## config.mk

```make
export PLATFORM = sky130hd
export DESIGN_NAME = keyed_byte_decoder_with_text_scoring
export DESIGN_NICKNAME = d
export VERILOG_FILES = /design/src/hw/rtl/kbd_pkg.sv /design/src/hw/rtl/keyed_byte_decoder_with_text_scoring.sv /design/src/hw/rtl/kbd_decode.sv /design/src/hw/rtl/kbd_score.sv
export SDC_FILE = /design/constraint.sdc
export NUM_CORES = 1
export LEC_CHECK = 0
export BUFFER_PORTS_ARGS = -buffer_cell sky130_fd_sc_hd__buf_2
export CORE_ASPECT_RATIO = 0.7
export CORE_MARGIN = 1.5
export CORE_UTILIZATION = 25
export CTS_CLUSTER_SIZE = 8
export DETAILED_ROUTE_END_ITERATION = 10
export PLACE_DENSITY = 0.39
export REMOVE_ABC_BUFFERS = 1
export SETUP_SLACK_MARGIN = 0.5
export SLEW_MARGIN = 30
export SYNTH_ARGS = -nofsm -noshare
export SYNTH_HDL_FRONTEND = slang
export SYNTH_SLANG_ARGS = --single-unit
```

## constraint.sdc

```tcl
create_clock -name i_clk -period 8.2 [get_ports i_clk]
set_input_delay 1.64 -clock i_clk [delete_from_list [all_inputs] [get_ports i_clk]]
set_output_delay 1.64 -clock i_clk [all_outputs]
set_load 0.05 [all_outputs]
```

## src/hw/rtl/kbd_pkg.sv

```systemverilog
// Shared types, codes and lookup functions of the keyed byte decoder.
package kbd_pkg;

    // Counters hold up to 127.
    localparam int KBD_CNT_W = 7;

    // Decode variants selected by the variant_mode register.
    localparam logic [2:0] MODE_XOR            = 3'd0;
    localparam logic [2:0] MODE_ROL_XOR        = 3'd1;
    localparam logic [2:0] MODE_ROR_XOR        = 3'd2;
    localparam logic [2:0] MODE_XOR_INDEX      = 3'd3;
    localparam logic [2:0] MODE_XOR_COUNTER    = 3'd4;
    localparam logic [2:0] MODE_COUNTER_CUMSUM = 3'd5;
    localparam logic [2:0] MODE_ROL_COUNTER    = 3'd6;

    // Configuration register indexes.
    localparam logic CFG_KEY_WORD     = 1'b0;
    localparam logic CFG_VARIANT_MODE = 1'b1;

    // Window statistics as they stand after one byte has been folded in.
    typedef struct packed {
        logic [KBD_CNT_W-1:0] run_len;
        logic [KBD_CNT_W-1:0] cyr;
        logic [KBD_CNT_W-1:0] vow;
        logic [KBD_CNT_W-1:0] big;
        logic                 bad;
        logic [7:0]           first;
    } t_win_snap;

    function automatic logic [7:0] rol8(input logic [7:0] v, input logic [2:0] n);
        logic [15:0] w;
        w = {v, v} << n;
        return w[15:8];
    endfunction

    function automatic logic [7:0] ror8(input logic [7:0] v, input logic [2:0] n);
        logic [15:0] w;
        w = {v, v} >> n;
        return w[7:0];
    endfunction

    function automatic logic is_vowel(input logic [7:0] b);
        logic hit;
        case (b)
            8'hc1, 8'hc5, 8'hc9, 8'hcf, 8'hd5, 8'hd9, 8'hc0, 8'hd1, 8'ha3,
            8'he1, 8'he5, 8'he9, 8'hef, 8'hf5, 8'hf9, 8'he0, 8'hf1, 8'hb3: begin
                hit = 1'b1;
            end
            default: begin
                hit = 1'b0;
            end
        endcase
        return hit;
    endfunction

    function automatic logic is_pair(input logic [15:0] p);
        logic hit;
        case (p)
            16'hd3d4, 16'hd4cf, 16'hd4d8, 16'hcec1, 16'hd2c1, 16'hd0cf, 16'hd0d2,
            16'hcfd7, 16'hcfc7, 16'hc1ce, 16'hd3cb, 16'hc1d4, 16'hc1de, 16'hd2c5,
            16'hd7c1, 16'hc9cc, 16'hcfce, 16'hcec5, 16'hcdcf, 16'hc9c5, 16'hcfcd,
            16'hcfcb, 16'hcbcf, 16'hc5cb, 16'hc1cc, 16'hcdc5, 16'hc1cd, 16'hd1cd,
            16'hceca, 16'hcad4, 16'hc1d1, 16'hd0d5, 16'hd5d3, 16'hc1da, 16'hd9d4,
            16'hc5d2, 16'hc5d3, 16'hd7c5, 16'hd0c5, 16'hefd0, 16'heed5, 16'hefce,
            16'hf3d4, 16'heec1, 16'he6c1, 16'he9c7, 16'he4c1, 16'h20cd, 16'h20d3,
            16'h20d0, 16'h20d4, 16'h20cb, 16'h20d2: begin
                hit = 1'b1;
            end
            default: begin
                hit = 1'b0;
            end
        endcase
        return hit;
    endfunction

endpackage

```

## src/hw/rtl/keyed_byte_decoder_with_text_scoring.sv

```systemverilog
// Top level of the keyed byte decoder with KOI8-R text scoring.
//
//   Chan | Dir | Handshake                | Payload ports
//   -----+-----+--------------------------+-------------------------------------------
//   in   | in  | i_in_valid / o_in_ready  | i_cipher_byte, i_last_in_window
//   out  | out | o_out_valid / i_out_ready| o_plain_byte .. o_text_score (five fields)
//   cfg  | in  | i_cfg_we (no wait)       | i_cfg_index, i_cfg_data
//
// One transaction is taken per cycle while o_in_ready is high and yields one
// result via the snapshot and result stages: the first decodes the byte and
// folds it into the window counters, the second scores the snapshot it leaves.
// Reset is synchronous and active low and clears the key, the variant, the
// window state and both valid flags. An output stall holds the result and then
// the snapshot stage; input ready drops only while both are full and stalled.
module keyed_byte_decoder_with_text_scoring #(
    parameter int WINDOW_BYTES = 32
) (
    input  logic        i_clk,
    input  logic        i_rst_n,

    input  logic        i_cfg_we,
    input  logic        i_cfg_index,
    input  logic [63:0] i_cfg_data,

    input  logic        i_in_valid,
    output logic        o_in_ready,
    input  logic [7:0]  i_cipher_byte,
    input  logic        i_last_in_window,

    output logic        o_out_valid,
    input  logic        i_out_ready,
    output logic [7:0]  o_plain_byte,
    output logic        o_plain_valid,
    output logic        o_window_done,
    output logic [5:0]  o_run_length,
    output logic [10:0] o_text_score
);
    import kbd_pkg::*;

    localparam int POS_W = $clog2(WINDOW_BYTES);
    localparam logic [POS_W-1:0] LAST_POS = POS_W'(WINDOW_BYTES - 1);

    // Configuration.
    logic [63:0] r_key;
    logic [2:0]  r_mode;

    // Window state.
    logic [POS_W-1:0]     r_pos,     n_pos;
    logic [7:0]           r_prev,    n_prev;
    logic                 r_stopped, n_stopped;
    logic [KBD_CNT_W-1:0] r_cyr,     n_cyr;
    logic [KBD_CNT_W-1:0] r_vow,     n_vow;
    logic                 r_bad,     n_bad;
    logic [KBD_CNT_W-1:0] r_big,     n_big;
    logic [7:0]           r_first,   n_first;

    // Snapshot stage.
    logic      r_s1_valid;
    logic [7:0] r_s1_plain, n_s1_plain;
    logic      r_s1_pvalid, n_s1_pvalid;
    logic      r_s1_done,   n_s1_done;
    t_win_snap r_s1_snap,   n_s1_snap;

    // Result stage.
    logic        r_out_valid;
    logic [7:0]  r_out_plain;
    logic        r_out_pvalid;
    logic        r_out_done;
    logic [5:0]  r_out_run;
    logic [10:0] r_out_score;

    logic        w_out_adv;
    logic        w_s1_adv;
    logic        w_accept;
    logic [7:0]  w_key_byte;
    logic [7:0]  w_dec;
    logic [10:0] w_score;

    assign w_out_adv  = !r_out_valid || i_out_ready;
    assign w_s1_adv   = !r_s1_valid || w_out_adv;
    assign o_in_ready = w_s1_adv;
    assign w_accept   = i_in_valid && w_s1_adv;

    assign w_key_byte = r_key[8 * r_pos[2:0] +: 8];

    kbd_decode u_decode (
        .i_cipher     (i_cipher_byte),
        .i_key_byte   (w_key_byte),
        .i_mode       (r_mode),
        .i_index      (8'(r_pos)),
        .i_block      (8'(r_pos >> 3)),
        .i_first_pos  (r_pos == '0),
        .i_prev_plain (r_prev),
        .o_plain      (w_dec)
    );

    // Fold the accepted byte into the window. The snapshot carries the
    // statistics as they stand before the window end clears them.
    always_comb begin
        logic                 v_last;
        logic [KBD_CNT_W-1:0] v_pos_cnt;

        v_last    = i_last_in_window || (r_pos == LAST_POS);
        v_pos_cnt = KBD_CNT_W'(r_pos);

        n_pos     = r_pos;
        n_prev    = r_prev;
        n_stopped = r_stopped;
        n_cyr     = r_cyr;
        n_vow     = r_vow;
        n_bad     = r_bad;
        n_big     = r_big;
        n_first   = r_first;

        n_s1_plain  = 8'h00;
        n_s1_pvalid = 1'b0;
        n_s1_done   = v_last;

        if (!r_stopped) begin
            n_s1_plain = w_dec;
            if (w_dec == 8'h00) begin
                n_stopped = 1'b1;
            end else begin
                n_s1_pvalid = 1'b1;
                if (w_dec >= 8'hc0 && w_dec != 8'hff) begin
                    n_cyr = r_cyr + KBD_CNT_W'(1);
                end else if (!(w_dec >= 8'h20 && w_dec < 8'h7f)) begin
                    n_bad = 1'b1;
                end
                if (is_vowel(w_dec)) begin
                    n_vow = r_vow + KBD_CNT_W'(1);
                end
                if (r_pos == '0) begin
                    n_first = w_dec;
                end else if (is_pair({r_prev, w_dec})) begin
                    n_big = r_big + KBD_CNT_W'(1);
                end
                n_prev = w_dec;
            end
        end

        // Once the run has stopped, the length is the current position.
        n_s1_snap.run_len = n_stopped ? v_pos_cnt : v_pos_cnt + KBD_CNT_W'(1);
        n_s1_snap.cyr     = n_cyr;
        n_s1_snap.vow     = n_vow;
        n_s1_snap.big     = n_big;
        n_s1_snap.bad     = n_bad;
        n_s1_snap.first   = n_first;

        if (v_last) begin
            n_pos     = '0;
            n_prev    = 8'h00;
            n_stopped = 1'b0;
            n_cyr     = '0;
            n_vow     = '0;
            n_bad     = 1'b0;
            n_big     = '0;
            n_first   = 8'h00;
        end else begin
            n_pos = r_pos + POS_W'(1);
        end
    end

    kbd_score u_score (
        .i_snap  (r_s1_snap),
        .o_score (w_score)
    );

    always_ff @(posedge i_clk) begin
        if (!i_rst_n) begin
            r_key       <= '0;
            r_mode      <= MODE_XOR;
            r_pos       <= '0;
            r_prev      <= 8'h00;
            r_stopped   <= 1'b0;
            r_cyr       <= '0;
            r_vow       <= '0;
            r_bad       <= 1'b0;
            r_big       <= '0;
            r_first     <= 8'h00;
            r_s1_valid  <= 1'b0;
            r_out_valid <= 1'b0;
        end else begin
            if (i_cfg_we) begin
                case (i_cfg_index)
                    CFG_KEY_WORD:     r_key  <= i_cfg_data;
                    CFG_VARIANT_MODE: r_mode <= i_cfg_data[2:0];
                    default:          r_key  <= r_key;
                endcase
            end
            if (w_accept) begin
                r_pos     <= n_pos;
                r_prev    <= n_prev;
                r_stopped <= n_stopped;
                r_cyr     <= n_cyr;
                r_vow     <= n_vow;
                r_bad     <= n_bad;
                r_big     <= n_big;
                r_first   <= n_first;
            end
            if (w_s1_adv) begin
                r_s1_valid <= i_in_valid;
            end
            if (w_out_adv) begin
                r_out_valid <= r_s1_valid;
            end
        end
    end

    // Payload registers.
    always_ff @(posedge i_clk) begin
        if (w_accept) begin
            r_s1_plain  <= n_s1_plain;
            r_s1_pvalid <= n_s1_pvalid;
            r_s1_done   <= n_s1_done;
            r_s1_snap   <= n_s1_snap;
        end
        if (w_out_adv && r_s1_valid) begin
            r_out_plain  <= r_s1_plain;
            r_out_pvalid <= r_s1_pvalid;
            r_out_done   <= r_s1_done;
            if (r_s1_done) begin
                r_out_run   <= (r_s1_snap.run_len > KBD_CNT_W'(63)) ? 6'd63
                                                                   : r_s1_snap.run_len[5:0];
                r_out_score <= w_score;
            end else begin
                r_out_run   <= 6'd0;
                r_out_score <= 11'd0;
            end
        end
    end

    assign o_out_valid   = r_out_valid;
    assign o_plain_byte  = r_out_plain;
    assign o_plain_valid = r_out_pvalid;
    assign o_window_done = r_out_done;
    assign o_run_length  = r_out_run;
    assign o_text_score  = r_out_score;

endmodule

```

## src/hw/rtl/kbd_decode.sv

```systemverilog
// Single-byte keyed decoder covering all seven variants.
module kbd_decode (
    input  logic [7:0] i_cipher,
    input  logic [7:0] i_key_byte,
    input  logic [2:0] i_mode,
    input  logic [7:0] i_index,
    input  logic [7:0] i_block,
    input  logic       i_first_pos,
    input  logic [7:0] i_prev_plain,
    output logic [7:0] o_plain
);
    import kbd_pkg::*;

    logic [7:0] w_sum_key;
    logic [7:0] w_cum;

    assign w_sum_key = i_key_byte + i_block;
    assign w_cum     = i_cipher ^ w_sum_key;

    always_comb begin
        case (i_mode)
            MODE_XOR:            o_plain = i_cipher ^ i_key_byte;
            MODE_ROL_XOR:        o_plain = rol8(i_cipher, i_key_byte[2:0]) ^ i_key_byte;
            MODE_ROR_XOR:        o_plain = ror8(i_cipher, i_key_byte[2:0]) ^ i_key_byte;
            MODE_XOR_INDEX:      o_plain = i_cipher ^ i_key_byte ^ i_index;
            MODE_XOR_COUNTER:    o_plain = w_cum;
            MODE_COUNTER_CUMSUM: o_plain = i_first_pos ? w_cum : w_cum + i_prev_plain;
            MODE_ROL_COUNTER:    o_plain = rol8(i_cipher, i_key_byte[2:0]) ^ w_sum_key;
            default:             o_plain = 8'h00;
        endcase
    end

endmodule

```

## src/hw/rtl/kbd_score.sv

```systemverilog
// Text score of one finished window from its collected statistics.
module kbd_score (
    input  kbd_pkg::t_win_snap i_snap,
    output logic [10:0]        o_score
);
    import kbd_pkg::*;

    logic [13:0] w_cyr_pct;
    logic [13:0] w_vow_pct;
    logic [13:0] w_n60;
    logic [13:0] w_n18;
    logic [13:0] w_n66;
    logic [11:0] w_raw;
    logic        w_pass;

    // Truncated ratio tests become exact compares of cross products:
    // floor(a*100/n) < 60 exactly when a*100 < 60*n, and > 65 when >= 66*n.
    assign w_cyr_pct = 14'(i_snap.cyr) * 14'd100;
    assign w_vow_pct = 14'(i_snap.vow) * 14'd100;
    assign w_n60     = 14'(i_snap.run_len) * 14'd60;
    assign w_n18     = 14'(i_snap.run_len) * 14'd18;
    assign w_n66     = 14'(i_snap.run_len) * 14'd66;

    assign w_pass = (i_snap.run_len >= KBD_CNT_W'(5)) && !i_snap.bad
                    && (w_cyr_pct >= w_n60) && (w_vow_pct >= w_n18)
                    && (w_vow_pct < w_n66) && (i_snap.big != '0);

    assign w_raw = 12'(i_snap.cyr) * 12'd5 + 12'(i_snap.big) * 12'd50
                   + (((i_snap.first >= 8'he0) && (i_snap.first <= 8'hfe)) ? 12'd30 : 12'd0);

    assign o_score = !w_pass ? 11'd0 : ((w_raw > 12'd2047) ? 11'd2047 : w_raw[10:0]);

endmodule

```

==> results.toml, run 1 <==
[placed_design]
routabilityCongestion = 0.894
io_buffers = 107
dp_hpwl_mm = 32.4

[logic_synthesis]
synth_edf_count = 73
muxShareOfSynthArea = 0.0763
synthSimpleGateAreaFrac = 0.162
synth-xor-area-share = 0.0594
syn_area_sq_um = 14600
synth_cell_types = 75
synthAdderAreaFrac = 0.186
synth_area_per_cell_sq_um = 8.98
synthFlopType = "dfxtp_1"
ys_seq_elements = 186
synth_async_sr_flop_share = 0
netlist_instances = 1627
synth_seq_area_share = 0.305
ys_warn_count = 0
synth_top_family_by_area = "adder cells"
synth-compound-area-share = 0.158

[power]
p_seq_frac = 0.391
pwr-share-clk = 0.314
power_leakage_uw = 0.00689
switching_power_uw = 939
combPwrFrac = 0.295
p_int_uw = 1780
switching_share = 0.345
vdd_drop_max_mv = 0.149
p_per_area_nw_per_um2 = 165
power_uw = 2720

[sta]
fin_crit_ns = 7.12
grt_setup_unrepaired = "no"
hold_viol_final = 0
drv_slew = 0
worst_pin_slew_ns = 0.940
skew_ns = 0.0127
slew_headroom = 0.373
timing.fmax_mhz = 140
tns_ns = 0
setup_viol = 0
fin_hold_ws_ns = 0.421
fin_crit_sh = 0.868

[worst_setup_path]
crit_path_end_kind = "flip-flop"
cp_data_required_time_ns = 8.41
cp_cell_sequence = "mux2i_1 -> a22oi_1 -> nand2_1 -> inv_1 -> buf_4 -> ha_1 -> inv_1 -> fa_1 -> xnor2_1 -> fa_1 -> xnor2_1 -> a21oi_1 -> o21ai_0 -> a31oi_1 -> a21oi_1 -> o221a_2 -> and2_1 -> nor4_1 -> a32o_1 -> a221oi_1 -> or4_4 -> nand3_1 -> mux2_2"
cp_data_arrival_time_ns = 7.33
max_stage_delay_ns = 0.63
critical_path_class = "reg -> reg"
cp_slowest_cell = "dfxtp_1"
path_max_fanout = 17
crit_path_start_kind = "flip-flop"

[global_routing]
grt_max_degree = 83
antenna_found_initial = 0
grt_pass1_wl_mm = 68.1
grt_overflow = 0
grt_use_total = 0.146
grt_pass1_vias = 11800

[routing]
drt.antenna.violating_nets = 0
routed_wl_mm = 43.0
viasPerCell = 4.87
dr.pass1.iters = 5
wl_per_cell_um = 17.6
dr.first_iter.drc_count = 923
num_vias = 11900
drcViolationCount = 0

[layout]
fill_cells = 6048
antenna_cells = 0
final_cell_mix = "nand2_1 (210), ha_1 (174), a21oi_1 (142), dfxtp_1 (113), buf_2 (107)"
nets = 1964
area_growth_pct = 13.1
fin_util = 0.288
final_common_cell = "nand2_1"
multi_input_area_sq_um = 9430
drive_gt1_frac = 0.133
regArea_sq_um = 4450

[clock_tree]
cts_tree = "yes"
postCtsSetupBuffers = 0
root_buffer = "clkbuf_16"
cts_inserted_buffers = 17
insertion_delay_ns = 0.46
clkTransAtPathRegs_ns = 0.08
clk_path_buf_depth = 2
cts.sinks = 186
cts_max_level = 4

[floorplanning]
die_area_sq_um = 59900
num_io_pins = 108
die_h_um = 205
start_util = 0.255
coreArea_sq_um = 57300
fp.dieW_um = 292
fp-row-count = 73

[hold_path]
min_path_type = "reg -> reg"

[run_status]
status = "finished clean"

[job]
cap_viol_max_count = 0
[cell usage after synthesis, types with 41 or more instances]
cell	count	area, sq um
inv_1	105	394
ha_1	174	2180
nand3_1	41	205
nand2_1	210	788
edfxtp_1	73	2190
clkbuf_1	65	244
dfxtp_1	113	2260
nor2_1	85	319
o21ai_0	45	225
xnor2_1	76	666
a21oi_1	142	711
mux2i_1	46	460
[kinds of logic (layout without fill, tap and decap cells)]
| group | Yosys count | count (layout) |
|---|---|---|
| adder cells (fa/ha/maj) | 201 | 201 |
| flip-flops | 186 | 186 |
| multiplexers | 85 | 85 |
| buffers and inverters | 196 | 265 |
| AND/OR/NAND/NOR | 498 | 498 |
| AO/OA/AOI/OAI | 362 | 362 |
| XOR/XNOR | 99 | 99 |
[layer usage]
layer	GRT usage	share of wire
met5	0	0
met3	0.0268	0.045
met1	0.212	0.51
met4	0.0331	0.012
met2	0.224	0.43
[final cells by class]
cell class,count,share of cell area
clock buffer,19,0.0288
sequential,186,0.270
clock inverter,12,0.00682
inverter,106,0.0242
timing repair buffer,128,0.0432
multi-input combinational,1245,0.571
tap,750,0.0568
[power groups by stage]
| stage | Combinational (uW) | Clock, uW | Sequential (uW) |
|---|---|---|---|
| 3_5_place_dp | 799 | 0 | 1090 |
| 2_1_floorplan | 554 | 0 | 1090 |
| 5_1_grt | 916 | 920 | 1070 |
| 4_1_cts | 808 | 886 | 1070 |
| 3_3_place_gp | 800 | 0 | 1090 |
| 6_report | 802 | 853 | 1060 |
[repair_timing]
item,in CTS,in global routing
resized for setup,0,2
hold buffers,0,0
hold endpoints to repair,0,0
endpoints found under the setup margin,0,9
[path summary, 6_finish.rpt]
kind,start,end,slack (ns),cells after the start
setup / recovery,r_pos[2]$_SDFFE_PN0P_,r_s1_snap[10]$_DFFE_PP_,1.08,23
hold / removal,r_s1_plain[0]$_SDFFCE_PP0P_,o_plain_byte[0]$_DFFE_PP_,0.42,0
setup reg to reg,r_pos[2]$_SDFFE_PN0P_,r_s1_snap[10]$_DFFE_PP_,1.08,23
hold reg to reg,r_s1_plain[0]$_SDFFCE_PP0P_,o_plain_byte[0]$_DFFE_PP_,0.42,0
[flip-flops by register name, summed over array words and instances (netlist names), 3 cells and up]
name / count
o_plain_byte: 8
o_run_length: 6
o_text_score: 11
r_big: 7
r_cyr: 7
r_first: 8
r_key: 64
r_mode: 3
r_pos: 5
r_prev: 8
r_s1_plain: 8
r_s1_snap: 36
r_vow: 7
[critical path: cells and delay by family (launching register included)]
family | cells | cell delay [ns]
compound gates | 8 | 1.92
xor+xnor | 2 | 0.45
fa+ha+maj | 3 | 1.19
buf+inv | 3 | 0.38
flops | 1 | 0.63
mux | 2 | 0.60
simple gates | 5 | 1.67
[through the flow]
step | instances | worst slack [ns] | instance area (sq um)
after floorplan | 1537 | 0.658 | 14200
after global placement | 2414 | 1.11 | 15900
after detailed placement | 2415 | 0.966 | 15900
after CTS | 2446 | 0.927 | 16500
after global routing | 2446 | 0.563 | 16500
final | 2446 | 1.08 | 16500
Power figures use the tool's default switching activity.
==> inputs of run 2 (changes only) <==
- SYNTH_HIERARCHICAL: default -> 1
==> run 2 against run 1 <==
Via count increased by 1.5%. Critical endpoint unchanged. Hold slack got worse by 0.00069 ns. Critical path type unchanged. Combinational power grew 20%. Die area increased by 4.8%. Critical path depth decreased by 2.
==> results.toml, run 2 <==
[placed_design]
dp_hpwl_mm = 32.1
place_area_sq_um = 16800
io_buffers = 107
routabilityCongestion = 0.819
placement.setup.worst_slack_ns = 0.756

[worst_setup_path]
reg2reg_depth = 21
cp_cell_sequence = "mux4_2 -> mux2_2 -> clkinv_1 -> fa_1 -> nor2b_1 -> o31a_1 -> nor4_1 -> a311oi_1 -> xnor2_1 -> ha_1 -> a31oi_1 -> mux2i_1 -> xor2_1 -> o221ai_2 -> and4b_1 -> nand3_1 -> a2111oi_0 -> or3_1 -> or4_1 -> o21ai_4 -> mux2_1"
rrSetupSlack_ns = 0.98
cp_data_arrival_time_ns = 7.44
r2r_end = "r_s1_snap[10]$_DFFE_PP_"
crit_end = "r_s1_snap[10]$_DFFE_PP_"
r2r_start = "r_pos[1]$_SDFFE_PN0P_"
path_max_fanout = 16
crit_start = "r_pos[1]$_SDFFE_PN0P_"
crit_path_end_kind = "flip-flop"
cp_slowest_cell = "or4_1"
crit_path_start_kind = "flip-flop"
critical_path_class = "reg -> reg"
max_stage_delay_ns = 0.76
cp_data_required_time_ns = 8.42

[floorplanning]
coreArea_sq_um = 60200
die_area_sq_um = 62800
fp-row-count = 75
num_io_pins = 108
die_h_um = 210
start_util = 0.254
fp.dieW_um = 299

[logic_synthesis]
yosysMostFrequentCell = "ha_1"
synth_commonest_cells = "ha_1 (190), nand2_1 (188), a21oi_1 (152)"
ys_warn_count = 6
synthFlopType = "dfxtp_1"
synth_top_family_by_area = "adder cells"
synth-compound-area-share = 0.145
yosys.area.top_type = "ha_1"
syn_area_sq_um = 15300
synth_area_per_cell_sq_um = 9.30
netlist_instances = 1646
synth_cell_types = 108
synthAdderAreaFrac = 0.194
ys_seq_elements = 186
synth_seq_area_share = 0.291
synthSimpleGateAreaFrac = 0.173
yosys-top-cells-area = "ha_1 (16%), dfxtp_1 (15%), edfxtp_1 (14%)"
yosysTopAreaCellShare = 0.155
synth_async_sr_flop_share = 0
synth_edf_count = 73
synth-xor-area-share = 0.0638
muxShareOfSynthArea = 0.0777

[run_status]
status = "finished clean"

[clock_tree]
clk_path_buf_depth = 2
insertion_delay_ns = 0.48
cts_max_level = 4
postCtsSetupBuffers = 0
clkTransAtPathRegs_ns = 0.08
root_buffer = "clkbuf_16"
cts_hold_buf = 0
cts_inserted_buffers = 17
cts_tree = "yes"
cts.sinks = 186

[layout]
final_cell_mix = "ha_1 (190), nand2_1 (188), a21oi_1 (152), dfxtp_1 (112), inv_1 (108)"
area_growth_pct = 13.1
drive_gt1_frac = 0.147
final_common_cell = "ha_1"
design_area_sq_um = 17300
fill_cells = 6473
largest_register_ffs = 64
antenna_cells = 0
nets = 2024
largest-register = "r_key"

[routing]
drcViolationCount = 0
viasPerCell = 4.74
dr.pass1.iters = 4
routed_wl_mm = 42.1
dr.first_iter.drc_count = 799
wl_per_cell_um = 16.5
drt.antenna.violating_nets = 0
num_vias = 12100

[power]
vdd_drop_max_mv = 0.163
power_leakage_uw = 0.00710
p_per_area_nw_per_um2 = 165

[job]
cap_viol_max_count = 0

[hold_path]
min_path_type = "reg -> reg"

[global_routing]
grt_pass1_vias = 11900
grt_overflow = 0
antenna_found_initial = 1
grt_max_degree = 65
grt_pass1_wl_mm = 67.1
grt_use_total = 0.136

[sta]
slew_headroom = 0.484
drv_slew = 0
hold_viol_final = 0
fin_crit_ns = 7.22
worst_pin_slew_ns = 0.768
timing.fmax_mhz = 138
setup_slack_ns = 0.977
fin_crit_sh = 0.881
tns_ns = 0
skew_ns = 0.0252
grt_setup_unrepaired = "no"
setup_viol = 0
fin_hold_ws_ns = 0.420
-- run 2: stage by stage --
step | cells | power [uW] | utilization
final | 2546 | 2850 | 0.288
after global routing | 2546 | 3060 | 0.288
after CTS | 2546 | 2900 | 0.288
after detailed placement | 2514 | 2050 | 0.278
after global placement | 2512 | 2050 | 0.277
after floorplan | 1575 | 1770 | -
-- run 2: what timing repair did --
item                                    4_1_cts  5_1_grt
hold endpoints to repair                      0        0
gates resized for setup                       0        1
endpoints found under the setup margin        0       13
-- run 2: worst min-delay path by stage --
stage	start	end	slack, ns	depth (start not counted)
2_1_floorplan	r_s1_plain[0]$_SDFFCE_PP0P_	o_plain_byte[0]$_DFFE_PP_	0.40	0
3_3_place_gp	r_s1_plain[6]$_SDFFCE_PP0P_	o_plain_byte[6]$_DFFE_PP_	0.41	0
3_5_place_dp	r_s1_plain[5]$_SDFFCE_PP0P_	o_plain_byte[5]$_DFFE_PP_	0.41	0
4_1_cts	r_s1_plain[5]$_SDFFCE_PP0P_	o_plain_byte[5]$_DFFE_PP_	0.42	0
5_1_grt	r_s1_plain[5]$_SDFFCE_PP0P_	o_plain_byte[5]$_DFFE_PP_	0.42	0
6_report	r_s1_plain[5]$_SDFFCE_PP0P_	o_plain_byte[5]$_DFFE_PP_	0.42	0
-- run 2: cells by family (layout without fill, tap and decap cells) --
family / Yosys count / in the layout
xor gates and xnor gates: 107 / 107
muxes: 74 / 74
other: 1 / 18
DFF: 186 / 186
buffers and inverters: 201 / 276
AOI/OAI and AO/OA: 345 / 345
and+or+nand+nor: 512 / 512
adders and majority gates: 220 / 220
-- run 2: worst max-delay path, delay by kind of cell, from the launching register on --
kind	cells	cell delay, ns
buf+inv	1	0.38
flops	1	0.60
fa+ha+maj	2	0.82
xor+xnor	2	0.37
compound gates	6	1.58
mux	4	1.30
simple gates	6	1.89
-- run 2: cell type report --
type,instances,area [sq um],area share
Multi-Input combinational cell,1276,10100,0.583
Sequential cell,186,4460,0.257
Clock inverter,14,141,0.00816
Clock buffer,18,429,0.0248
Timing Repair Buffer,131,756,0.0436
Inverter,113,425,0.0245
Tap cell,808,1010,0.0583
-- run 2: routing by layer --
metal	track usage	vias up	wire length, um
met5	0	-	0
met1	0.202	5815	22400
li1	-	6043	-
met4	0.0254	0	311
met3	0.0220	21	1230
met2	0.205	194	18200
-- run 2: power breakdown --
part / leakage [uW] / total, uW / switching (uW) / internal (uW)
registers: 0.00163 / 1060 / 43.5 / 1020
clock network: 0.000274 / 827 / 425 / 402
logic: 0.00520 / 964 / 566 / 398
total: 0.00710 / 2850 / 1030 / 1820
==> inputs of run 3 (changes only) <==
- CAP_MARGIN: default -> 20
- RECOVER_POWER: default -> 50
==> run 3 against run 2 <==
The run now ends with capacitance limit, slew limit left. Via count grew 0.36%. Non-clock buffer count did not move. Sequential power hardly changed. Utilization down 0.18 points. Critical path type unchanged. Largest cell class unchanged.
==> results.toml, run 3 (synthesis results as in run 2) <==
[routing]
wl_met3_mm = 1.28
wl_per_cell_um = 16.6
met2WireLength_mm = 18.0
drcViolationCount = 0
wl_met1_mm = 22.5
viasPerCell = 4.76
drt.antenna.violating_nets = 0
dr.pass1.iters = 5
routed_wl_mm = 42.2
dr.max_layer_used = "met4"
dr.first_iter.drc_count = 795
num_vias = 12100

[worst_setup_path]
cp_cell_sequence = "mux4_2 -> mux2_2 -> clkinv_1 -> fa_1 -> nor2b_1 -> o31a_1 -> nor4_1 -> a311oi_1 -> xnor2_1 -> ha_1 -> a31oi_1 -> mux2i_1 -> xor2_1 -> o221ai_2 -> and4b_1 -> nand3_1 -> a2111oi_0 -> or3_1 -> or4_1 -> o21ai_4 -> mux2_1"
crit_path_start_kind = "flip-flop"
max_stage_delay_ns = 0.76
cp_data_required_time_ns = 8.42
cp_slowest_cell = "or4_1"
path_max_fanout = 16
cp_data_arrival_time_ns = 7.46
crit_start = "r_pos[0]$_SDFFE_PN0P_"
crit_path_end_kind = "flip-flop"
critical_path_class = "reg -> reg"
r2r_start = "r_pos[0]$_SDFFE_PN0P_"

[placed_design]
routabilityCongestion = 0.819
io_buffers = 107
dp_hpwl_mm = 32.1
placement.setup.worst_slack_ns = 0.756

[floorplanning]
coreArea_sq_um = 60200
num_io_pins = 108
die_area_sq_um = 62800
fp-row-count = 75
start_util = 0.254
fp.dieW_um = 299
die_h_um = 210

[clock_tree]
cts_max_level = 4
cts_inserted_buffers = 17
root_buffer = "clkbuf_16"
cts.sinks = 186
clkTransAtPathRegs_ns = 0.09
clk_path_buf_depth = 2
cts_hold_buf = 0
postCtsSetupBuffers = 0
insertion_delay_ns = 0.48
cts_tree = "yes"
cts_resized = 0

[sta]
drv_slew = 200
setup_slack_ns = 0.953
worst_pin_slew_ns = 3.19
fin_crit_sh = 0.884
setup_viol = 0
timing.fmax_mhz = 138
grt_setup_unrepaired = "no"
fin_crit_ns = 7.25
hold_viol_final = 0
tns_ns = 0
skew_ns = 0.0227
slew_headroom = -1.12

[layout]
antenna_cells = 0
final_cell_mix = "ha_1 (190), nand2_1 (188), a21oi_1 (152), dfxtp_1 (112), inv_1 (108)"
final_common_cell = "ha_1"
area_growth_pct = 12.5
fill_cells = 6495
largest_register_ffs = 64
regArea_sq_um = 4460
drive_gt1_frac = 0.125
multi_input_area_sq_um = 10100
nets = 2024
largest-register = "r_key"

[run_status]
violations = "capacitance limit, slew limit"
status = "complete, but fails checks"

[global_routing]
grt_use_total = 0.136
grt_max_degree = 65
grt_pass1_vias = 11900
antenna_found_initial = 1
grt_overflow = 0
grt_pass1_wl_mm = 67.1

[power]
power_leakage_uw = 0.00697
vdd_drop_max_mv = 0.163
p_per_area_nw_per_um2 = 165

[hold_path]
min-delay-start = "r_s1_plain[5]$_SDFFCE_PP0P_"
min_path_type = "reg -> reg"

[job]
cap_viol_max_count = 5
run 3: cell count changes in the layout (fill, tap and decap cells not counted), moves of 2 or more:
cell,before,now
buf_16,2,0
and2_0,1,7
and2_1,23,17
buf_4,22,18
buf_2,107,78
clkbuf_1,1,36
run 3: worst max-delay path, delay by kind of cell, from the launching register on:
family,cells,cell delay (ns)
and+or+nand+nor,6,1.90
xor gates and xnor gates,2,0.37
AOI/OAI and AO/OA,6,1.58
adders and majority gates,2,0.82
DFF,1,0.58
muxes,4,1.31
buffers and inverters,1,0.39
run 3: power breakdown:
part	switching (uW)	total, uW	leakage [uW]	internal, uW
Clock	424	826	0.000274	402
Sequential	44.0	1060	0.00163	1020
Combinational	565	957	0.00507	393
Total	1030	2840	0.00697	1810
run 3: final timing paths:
check,to,slack (ns),cells past startpoint
max,r_s1_snap[10]$_DFFE_PP_,0.95,21
min,o_plain_byte[5]$_DFFE_PP_,0.42,0
min reg2reg,o_plain_byte[5]$_DFFE_PP_,0.42,0
max reg2reg,r_s1_snap[10]$_DFFE_PP_,0.95,21
run 3: cell type report:
class	instances	share of cell area
inverter	113	0.0247
clock inverter	14	0.00821
timing repair buffer	131	0.0381
tap	808	0.0587
sequential	186	0.259
clock buffer	18	0.0249
multi-input combinational	1276	0.587
run 3: metal layers:
layer,track usage,vias to the layer above
met3,0.0220,19
li1,-,6045
met1,0.202,5854
met5,0,-
met4,0.0254,0
met2,0.205,199
run 3: stage by stage:
step	util	total power, uW	hold WS (ns)	instances	instance area, sq um
global placement	0.277	2050	0.408	2512	16700
floorplan	-	1770	0.400	1575	15000
CTS	0.288	2900	0.416	2546	17300
detailed placement	0.278	2050	0.407	2514	16800
global route	0.286	3050	0.420	2546	17200
finish	0.286	2840	0.422	2546	17200
